### src/rtl/core/ased_pkg.sv
// Shared types and constants for the approximate substring edit distance unit.
// No dependencies; used by ased_ctrl, ased_datapath and the top level.
`default_nettype none
package ased_pkg;

  localparam int CELL_W     = 6;
  localparam int CELL_MAX   = 63;
  localparam int PAT_BYTES  = 32;
  localparam int CFG_DATA_W = 64;
  localparam int CFG_IDX_W  = 3;
  localparam int LEN_W      = 6;
  localparam int END_W      = 16;
  localparam int START_W    = 17;

  localparam logic [CFG_IDX_W-1:0] CFG_PATTERN_LENGTH = 3'd0;
  localparam logic [CFG_IDX_W-1:0] CFG_PATTERN_0_7    = 3'd1;
  localparam logic [CFG_IDX_W-1:0] CFG_PATTERN_8_15   = 3'd2;
  localparam logic [CFG_IDX_W-1:0] CFG_PATTERN_16_23  = 3'd3;
  localparam logic [CFG_IDX_W-1:0] CFG_PATTERN_24_31  = 3'd4;

  typedef enum logic [1:0] {
    ST_IDLE,
    ST_SWEEP,
    ST_FINISH
  } state_t;

  typedef struct packed {
    logic start;   // latch beat, bump position, restart column sweep
    logic step;    // update one row of the column
    logic finish;  // fold bottom cell into best, load result register
  } ased_cmd_t;

  typedef struct packed {
    logic sweep_done;  // current row is the last one
    logic out_hold;    // result register full and not being taken
  } ased_sts_t;

endpackage
`default_nettype wire

### src/rtl/core/approx_substring_edit_distance_unit.sv
// Approximate substring matcher: streams text bytes against a pattern of up
// to MAX_PATTERN bytes and reports the best semi-global edit distance per byte.
// Depends on ased_pkg, ased_ctrl and ased_datapath.
//
// One result beat comes out for every text beat, carrying the least bottom-row
// distance of the current text, its 1-based end position (latest on ties), the
// end minus the pattern length, a match flag (5 * distance < length) and a copy
// of the last marker; after a last beat the column, best and position reset.
// Each text beat is accepted, then a single cell unit walks the distance column
// one row per cycle over all MAX_PATTERN rows, then a finish step folds the
// bottom cell into the running best and loads the result register, waiting
// while the previous result is held. A new beat is accepted while the
// previous result still waits on out_ready. Configuration writes take effect at
// once and must only be issued while no beat is in flight.
`default_nettype none
module approx_substring_edit_distance_unit #(
  parameter int MAX_PATTERN   = 32,
  parameter int POSITION_BITS = 16
) (
  input  wire                                 clk,
  input  wire                                 rst_n,
  input  wire                                 cfg_write_en,
  input  wire  [ased_pkg::CFG_IDX_W-1:0]      cfg_index,
  input  wire  [ased_pkg::CFG_DATA_W-1:0]     cfg_data,
  input  wire                                 in_valid,
  output logic                                in_ready,
  input  wire  [7:0]                          in_text_byte,
  input  wire                                 in_text_last,
  output logic                                out_valid,
  input  wire                                 out_ready,
  output logic [ased_pkg::CELL_W-1:0]         out_best_distance,
  output logic [ased_pkg::END_W-1:0]          out_end_position,
  output logic signed [ased_pkg::START_W-1:0] out_start_position,
  output logic                                out_is_match,
  output logic                                out_text_done
);

  ased_pkg::ased_cmd_t cmd;
  ased_pkg::ased_sts_t sts;

  ased_ctrl u_ctrl (
    .clk      (clk),
    .rst_n    (rst_n),
    .in_valid (in_valid),
    .in_ready (in_ready),
    .sts      (sts),
    .cmd      (cmd)
  );

  ased_datapath #(
    .MAX_PATTERN   (MAX_PATTERN),
    .POSITION_BITS (POSITION_BITS)
  ) u_datapath (
    .clk                (clk),
    .rst_n              (rst_n),
    .cfg_write_en       (cfg_write_en),
    .cfg_index          (cfg_index),
    .cfg_data           (cfg_data),
    .in_text_byte       (in_text_byte),
    .in_text_last       (in_text_last),
    .cmd                (cmd),
    .sts                (sts),
    .out_valid          (out_valid),
    .out_ready          (out_ready),
    .out_best_distance  (out_best_distance),
    .out_end_position   (out_end_position),
    .out_start_position (out_start_position),
    .out_is_match       (out_is_match),
    .out_text_done      (out_text_done)
  );

endmodule
`default_nettype wire

### src/rtl/core/ased_ctrl.sv
// Sequencer for the edit distance unit: accept, row sweep, finish.
// Depends on ased_pkg.
`default_nettype none
module ased_ctrl (
  input  wire              clk,
  input  wire              rst_n,
  input  wire              in_valid,
  output logic             in_ready,
  input  wire  ased_pkg::ased_sts_t sts,
  output ased_pkg::ased_cmd_t cmd
);

  ased_pkg::state_t state_r, state_nxt;

  always_ff @(posedge clk) begin
    if (!rst_n) begin
      state_r <= ased_pkg::ST_IDLE;
    end else begin
      state_r <= state_nxt;
    end
  end

  always_comb begin
    state_nxt  = state_r;
    in_ready   = 1'b0;
    cmd.start  = 1'b0;
    cmd.step   = 1'b0;
    cmd.finish = 1'b0;
    case (state_r)
      ased_pkg::ST_IDLE: begin
        in_ready = 1'b1;
        if (in_valid) begin
          cmd.start = 1'b1;
          state_nxt = ased_pkg::ST_SWEEP;
        end
      end
      ased_pkg::ST_SWEEP: begin
        cmd.step = 1'b1;
        if (sts.sweep_done) begin
          state_nxt = ased_pkg::ST_FINISH;
        end
      end
      ased_pkg::ST_FINISH: begin
        // wait until the previous result has left
        if (!sts.out_hold) begin
          cmd.finish = 1'b1;
          state_nxt  = ased_pkg::ST_IDLE;
        end
      end
      default: begin
        state_nxt = ased_pkg::ST_IDLE;
      end
    endcase
  end

endmodule
`default_nettype wire

### src/rtl/core/ased_datapath.sv
// Datapath: pattern registers, distance column, one-cell update unit,
// best tracking and result register. Depends on ased_pkg.
`default_nettype none
module ased_datapath #(
  parameter int MAX_PATTERN   = 32,
  parameter int POSITION_BITS = 16
) (
  input  wire                                   clk,
  input  wire                                   rst_n,
  input  wire                                   cfg_write_en,
  input  wire  [ased_pkg::CFG_IDX_W-1:0]        cfg_index,
  input  wire  [ased_pkg::CFG_DATA_W-1:0]       cfg_data,
  input  wire  [7:0]                            in_text_byte,
  input  wire                                   in_text_last,
  input  wire  ased_pkg::ased_cmd_t             cmd,
  output ased_pkg::ased_sts_t                   sts,
  output logic                                  out_valid,
  input  wire                                   out_ready,
  output logic [ased_pkg::CELL_W-1:0]           out_best_distance,
  output logic [ased_pkg::END_W-1:0]            out_end_position,
  output logic signed [ased_pkg::START_W-1:0]   out_start_position,
  output logic                                  out_is_match,
  output logic                                  out_text_done
);

  localparam int ROW_W = (MAX_PATTERN > 1) ? $clog2(MAX_PATTERN) : 1;
  localparam int M_W   = $clog2(MAX_PATTERN + 1);
  localparam int EXT_W = (POSITION_BITS > ased_pkg::START_W) ? POSITION_BITS
                                                             : ased_pkg::START_W;
  localparam int CW    = ased_pkg::CELL_W;

  // configuration
  logic [ased_pkg::LEN_W-1:0]          len_r;
  logic [8*ased_pkg::PAT_BYTES-1:0]    pat_r;

  always_ff @(posedge clk) begin
    if (!rst_n) begin
      len_r <= ased_pkg::LEN_W'(1);
      pat_r <= '0;
    end else if (cfg_write_en) begin
      case (cfg_index)
        ased_pkg::CFG_PATTERN_LENGTH: len_r <= cfg_data[ased_pkg::LEN_W-1:0];
        ased_pkg::CFG_PATTERN_0_7:    pat_r[63:0]    <= cfg_data;
        ased_pkg::CFG_PATTERN_8_15:   pat_r[127:64]  <= cfg_data;
        ased_pkg::CFG_PATTERN_16_23:  pat_r[191:128] <= cfg_data;
        ased_pkg::CFG_PATTERN_24_31:  pat_r[255:192] <= cfg_data;
        default: ;
      endcase
    end
  end

  // pattern length in use, clamped to 1..MAX_PATTERN
  logic [M_W-1:0]   m_sel;
  logic [ROW_W-1:0] bottom_row;
  always_comb begin
    if (len_r == '0) begin
      m_sel = M_W'(1);
    end else if (7'(len_r) > 7'(MAX_PATTERN)) begin
      m_sel = M_W'(MAX_PATTERN);
    end else begin
      m_sel = M_W'(len_r);
    end
    bottom_row = ROW_W'(m_sel - M_W'(1));
  end

  // per-beat and per-text state
  logic [7:0]               byte_r;
  logic                     last_r;
  logic [ROW_W-1:0]         row_r;
  logic [CW-1:0]            diag_r;
  logic [CW-1:0]            above_r;
  logic [CW-1:0]            bottom_r;
  logic [CW-1:0]            col_r [MAX_PATTERN];
  logic [CW-1:0]            best_r;
  logic [POSITION_BITS-1:0] best_end_r;
  logic [POSITION_BITS-1:0] count_r;

  // one cell of the column
  logic [6:0]    row_ext;
  logic [7:0]    pat_byte;
  logic [CW-1:0] old_cell;
  logic [CW:0]   c_sub, c_ins, c_del, c_min;
  logic [CW-1:0] cell_new;

  always_comb begin
    row_ext  = 7'(row_r);
    pat_byte = (row_ext < 7'(ased_pkg::PAT_BYTES)) ? pat_r[row_ext[4:0]*8 +: 8] : 8'd0;
    old_cell = col_r[row_r];
    c_sub    = (CW+1)'(diag_r) + ((pat_byte == byte_r) ? (CW+1)'(0) : (CW+1)'(1));
    c_ins    = (CW+1)'(above_r) + (CW+1)'(1);
    c_del    = (CW+1)'(old_cell) + (CW+1)'(1);
    c_min    = c_sub;
    if (c_ins < c_min) c_min = c_ins;
    if (c_del < c_min) c_min = c_del;
    cell_new = (c_min > (CW+1)'(ased_pkg::CELL_MAX)) ? CW'(ased_pkg::CELL_MAX)
                                                    : c_min[CW-1:0];
  end

  assign sts.sweep_done = (row_r == ROW_W'(MAX_PATTERN - 1));
  assign sts.out_hold   = out_valid && !out_ready;

  // best update at finish
  logic                     take_bottom;
  logic [CW-1:0]            best_nxt;
  logic [POSITION_BITS-1:0] best_end_nxt;
  logic [EXT_W-1:0]         end_ext;
  logic [8:0]               best_x5;
  logic                     clear_text;

  always_comb begin
    take_bottom  = (bottom_r <= best_r);
    best_nxt     = take_bottom ? bottom_r : best_r;
    best_end_nxt = take_bottom ? count_r : best_end_r;
    end_ext      = EXT_W'(best_end_nxt);
    best_x5      = (9'(best_nxt) << 2) + 9'(best_nxt);
    clear_text   = cmd.finish && last_r;
  end

  always_ff @(posedge clk) begin
    if (cmd.start) begin
      byte_r <= in_text_byte;
      last_r <= in_text_last;
    end
    if (cmd.start) begin
      row_r   <= '0;
      diag_r  <= '0;
      above_r <= '0;
    end else if (cmd.step) begin
      row_r   <= row_r + ROW_W'(1);
      diag_r  <= old_cell;
      above_r <= cell_new;
      if (row_r == bottom_row) bottom_r <= cell_new;
    end
  end

  always_ff @(posedge clk) begin
    for (int i = 0; i < MAX_PATTERN; i++) begin
      if (!rst_n || clear_text) begin
        col_r[i] <= (i + 1 > ased_pkg::CELL_MAX) ? CW'(ased_pkg::CELL_MAX) : CW'(i + 1);
      end else if (cmd.step && row_r == ROW_W'(i)) begin
        col_r[i] <= cell_new;
      end
    end
  end

  always_ff @(posedge clk) begin
    if (!rst_n || clear_text) begin
      best_r     <= CW'(ased_pkg::CELL_MAX);
      best_end_r <= '0;
      count_r    <= '0;
    end else begin
      if (cmd.start && count_r != '1) count_r <= count_r + POSITION_BITS'(1);
      if (cmd.finish) begin
        best_r     <= best_nxt;
        best_end_r <= best_end_nxt;
      end
    end
  end

  // result register
  always_ff @(posedge clk) begin
    if (!rst_n) begin
      out_valid <= 1'b0;
    end else if (cmd.finish) begin
      out_valid <= 1'b1;
    end else if (out_ready) begin
      out_valid <= 1'b0;
    end
  end

  always_ff @(posedge clk) begin
    if (cmd.finish) begin
      out_best_distance  <= best_nxt;
      out_end_position   <= end_ext[ased_pkg::END_W-1:0];
      out_start_position <= end_ext[ased_pkg::START_W-1:0] - ased_pkg::START_W'(m_sel);
      out_is_match       <= (best_x5 < 9'(m_sel));
      out_text_done      <= last_r;
    end
  end

endmodule
`default_nettype wire

### config.mk
export PLATFORM = sky130hd
export DESIGN_NAME = approx_substring_edit_distance_unit
export DESIGN_NICKNAME = d
export VERILOG_FILES = /design/src/rtl/core/ased_pkg.sv /design/src/rtl/core/approx_substring_edit_distance_unit.sv /design/src/rtl/core/ased_ctrl.sv /design/src/rtl/core/ased_datapath.sv
export SDC_FILE = /design/constraint.sdc
export NUM_CORES = 1
export LEC_CHECK = 0
export BUFFER_PORTS_ARGS = -buffer_cell sky130_fd_sc_hd__buf_2
export CORE_MARGIN = 5
export CORE_UTILIZATION = 59
export DETAILED_ROUTE_END_ITERATION = 10
export GPL_TIMING_DRIVEN = 0
export PLACE_DENSITY = 0.77
export SLEW_MARGIN = 20
export SYNTH_ARGS = -nofsm -noshare
export SYNTH_HDL_FRONTEND = slang
export SYNTH_HIERARCHICAL = 1
export SYNTH_SLANG_ARGS = --single-unit
### constraint.sdc
create_clock -name clk -period 13.5 [get_ports clk]
set_input_delay 0 -clock clk [delete_from_list [all_inputs] [get_ports clk]]
set_output_delay 0 -clock clk [all_outputs]
set_load 0.05 [all_outputs]
==> results.md <==
* First-pass GRT wire length at between 100 and 150 mm
* Die area at just over 0.05 mm2
* CP Capture Point: u_datapath/col_r[22][3]
* Final setup fails at 0
* RePlAce Congestion at 1.03
* Synth cell types at 76
* Setup slack after placement at slightly above 4 ns
* Yosys warns at 6
* Root Driver: clkbuf_16
* Pleak at 10.6 nW
* GR Overflow Total at 0
* Worst EP arrival at 9.95 ns
* Hold_buf cts at approximately 80
* Crit. End Element: flop
* Post-CTS setup buffer count at 0
* Placed cells at ~3,300
* H-tree Lvls at 2
* Adder-Cell Fraction of Synth Area at 2.17%
* Initial Util at 59.8%
* Growth of design area from synthesis to finish at 14.5%
* Slew margin rel. at 24.6%
* Fill cells at 3,466
* Vias in the first global route at 21,800
* Worst setup margin at between 3 and 4 ns
* Final wirelength at 85.6 mm
* Total track usage at 33.5%
* Core ar. at 0.0455 mm2
* Register-to-Register Path Depth at 29
* Netlist Area Pre-Place at around 0.027 mm2
* Post-synth top flop: dfxtp_1
* Max incr delay on CP at 0.81 ns
* Finished Cell Area at approximately 0.031 mm2
* Largest net degree at the start of global routing at 32
* Clk_skew at 0.0254 ns
* Yosys top cell by area: edfxtp_1
* Via count at 21,800
* Number of core rows at 78
* # port buffers at 121
* Post-synth top area share at around 27%
* Min-delay worst type: input port to flop
* CTS tree: done
* Area after DPL at 0.0286 mm2
* Post-synthesis compound-gate area fraction at approximately an eighth
* Critical Path Fanout Max at 10
* CP Class: flop to flop
* Clock slew at reported path FFs at roughly 0.060 ns
* Post-Synthesis Cells at ~2,600
* CTS buffer count at 58
* Final setup TNS at 0 ns
* Post-route ant nets at 0
* Worst-margin pin slew at 1.13 ns
* Max-Cap Viols at 0
* Die Height at 225 um
* Post_cts resized at 0
* Net Count, Synth at between 2,000 and 3,000
* Status: finished, final reports clean
* DRC marker count from the first detailed-route iteration at 2,734
* Pwr Density at 187 mW/mm2
* Worst path slowest cell: nor4_1
* Maximum clock path buffer count at 3
* Pre-Repair DR Iteration Count at 6
* FF+latch count, synth at 573
* Hpwl dp at about 62 mm
* Hold Vio Cnt, Final at 0
* Startpoint types: flop
* Hold_ws at 0.0548 ns
* Layout cells sized above 1 at 14.4%
* Top Ports at 124
* Non-Filler Instances at 3,509
* Antenna violations before repair at 1
* Die width at 225 um
* Clock sink total at 573
* Largest family of logic cells by synthesized area: simple AND/OR/NAND/NOR gates
* RSZ-0062 raised after global routing: false
* Post-synthesis sequential area ratio at 51.3%
* FMAX at 104 MHz
* Reg2Reg Setup Slack at 3.85 ns
* Synthesized area per cell at 10.5 um2
* Multiplexer share of the synthesized area at 12.1%
* Vias per cell at around 6.2
* Clock latency on the worst-skew pair at ~0.63 ns
* Post-synth EDFFs at 248
* Post-synth ARST share at 0%
* Fin crit share at 71.5%
* Fin. max-slew vios at 0
* WP data required at 13.80 ns
* Critical path startpoint: u_datapath/row_r[1]
* Worst r2r dst: u_datapath/col_r[22][3]
* Post-synthesis simple-gate area fraction at 16.2%
* Synth Area in XOR/XNOR at 1.77%
* Residual DRC count at 0
* Post-layout min period at 9.65 ns
* Cell mode on critical path: ha_1
* Worst r2r src: u_datapath/row_r[1]
* Largest cells by area after synthesis: edfxtp_1 27%, dfxtp_1 24%, nand2_1 8.9%
* Max IR drop VDD at approximately 0.32 mV
* DR WL/cell at 24.4 um
* Nets at 2,986
## cells by family after synthesis
| logic type | count (synthesis) |
|---|---|
| buffers and inverters | 231 |
| flip-flops | 573 |
| adder cells (fa/ha/maj) | 46 |
| AO/OA/AOI/OAI | 460 |
| XOR/XNOR | 54 |
| multiplexers | 204 |
| AND/OR/NAND/NOR | 1031 |
## cell usage in the layout, fill, tap and decap left out, drive strengths merged, types with 18 or more instances in the layout
cell type	netlist	layout
inv	48	52
nor3	42	42
nand3	63	63
xor2	18	18
dlygate4sd3	0	78
xnor2	36	36
mux2i	92	92
ha	44	44
nand2	649	649
clkbuf	133	213
buf	50	172
a22oi	27	27
nand2b	19	19
nor2	188	188
clkinv	0	23
o21ai	71	71
a21boi	262	262
edfxtp	248	248
dfxtp	325	325
mux4	98	98
a21oi	24	24
## critical path: cells and delay by family, from the launching register on
kind,cells,cell delay [ns]
multiplexers,4,1.63
adder cells (fa/ha/maj),4,1.04
XOR/XNOR,1,0.10
AO/OA/AOI/OAI,8,2.21
AND/OR/NAND/NOR,7,2.21
buffers and inverters,5,1.74
flip-flops,1,0.35
## power by group
part,internal (W),switching (W)
logic,0.000694,0.00168
registers,0.00189,0.0000358
clock network,0.000836,0.000685
## cells in the mapped netlist, drive strengths merged, types with 17 or more instances
cell type,instances
nand2,649
dfxtp,325
a21boi,262
edfxtp,248
nor2,188
clkbuf,133
mux4,98
mux2i,92
o21ai,71
nand3,63
buf,50
inv,48
ha,44
nor3,42
xnor2,36
a22oi,27
a21oi,24
nand2b,19
xor2,18
a211oi,17
## worst min-delay path by stage
stage               slack, ns  depth (start not counted)                   end       startpoint
finish                   0.05                          5   u_datapath/len_r[5]     cfg_index[2]
global route             0.06                          5   u_datapath/len_r[4]     cfg_index[2]
CTS                      0.02                          5   u_datapath/len_r[5]     cfg_index[2]
detailed placement       0.18                          1  u_datapath/byte_r[4]  in_text_byte[4]
global placement         0.18                          1  u_datapath/byte_r[5]  in_text_byte[5]
floorplan                 0.1                          0  u_datapath/byte_r[0]  in_text_byte[0]
## cell type report
type / count / area, um2 / share of cell area (%)
timing repair buffer: 200 / 1410 / 4.52
tap: 600 / 751 / 2.41
buffer: 183 / 925 / 2.97
clock buffer: 80 / 1570 / 5.05
antenna: 1 / 2.50 / 0.00804
clock inverter: 29 / 198 / 0.635
inverter: 48 / 180 / 0.579
sequential: 573 / 14000 / 44.8
multi-input combinational: 1795 / 12200 / 39.0
## metrics by stage
stage                     total power [W]  util, %
after floorplan                   0.00340        -
after global placement            0.00423     62.8
after detailed placement          0.00424     62.9
after CTS                         0.00576     68.5
after global routing              0.00598     68.5
final                             0.00582     68.5
## per-layer routing
metal / share of wire, % / GRT usage [%] / vias to the layer above
met5: 0 / 0 / -
met4: 5.6 / 16.6 / 0
met3: 11 / 7.01 / 308
met2: 47 / 54.8 / 1380
met1: 36 / 42.5 / 10500
li1: - / - / 9657
## state kept, by name (all words and copies together), names as in the netlist, 6 cells and up, named ones only
register / count
u_datapath/diag_r: 6
u_datapath/bottom_r: 6
u_datapath/above_r: 6
u_datapath/pat_r: 256
u_datapath/out_best_distance: 6
u_datapath/out_end_position: 16
u_datapath/col_r: 192
u_datapath/len_r: 6
u_datapath/count_r: 16
u_datapath/best_end_r: 16
u_datapath/out_start_position: 17
u_datapath/best_r: 6
u_datapath/byte_r: 8
No activity file was read; power rests on OpenSTA's default activity.
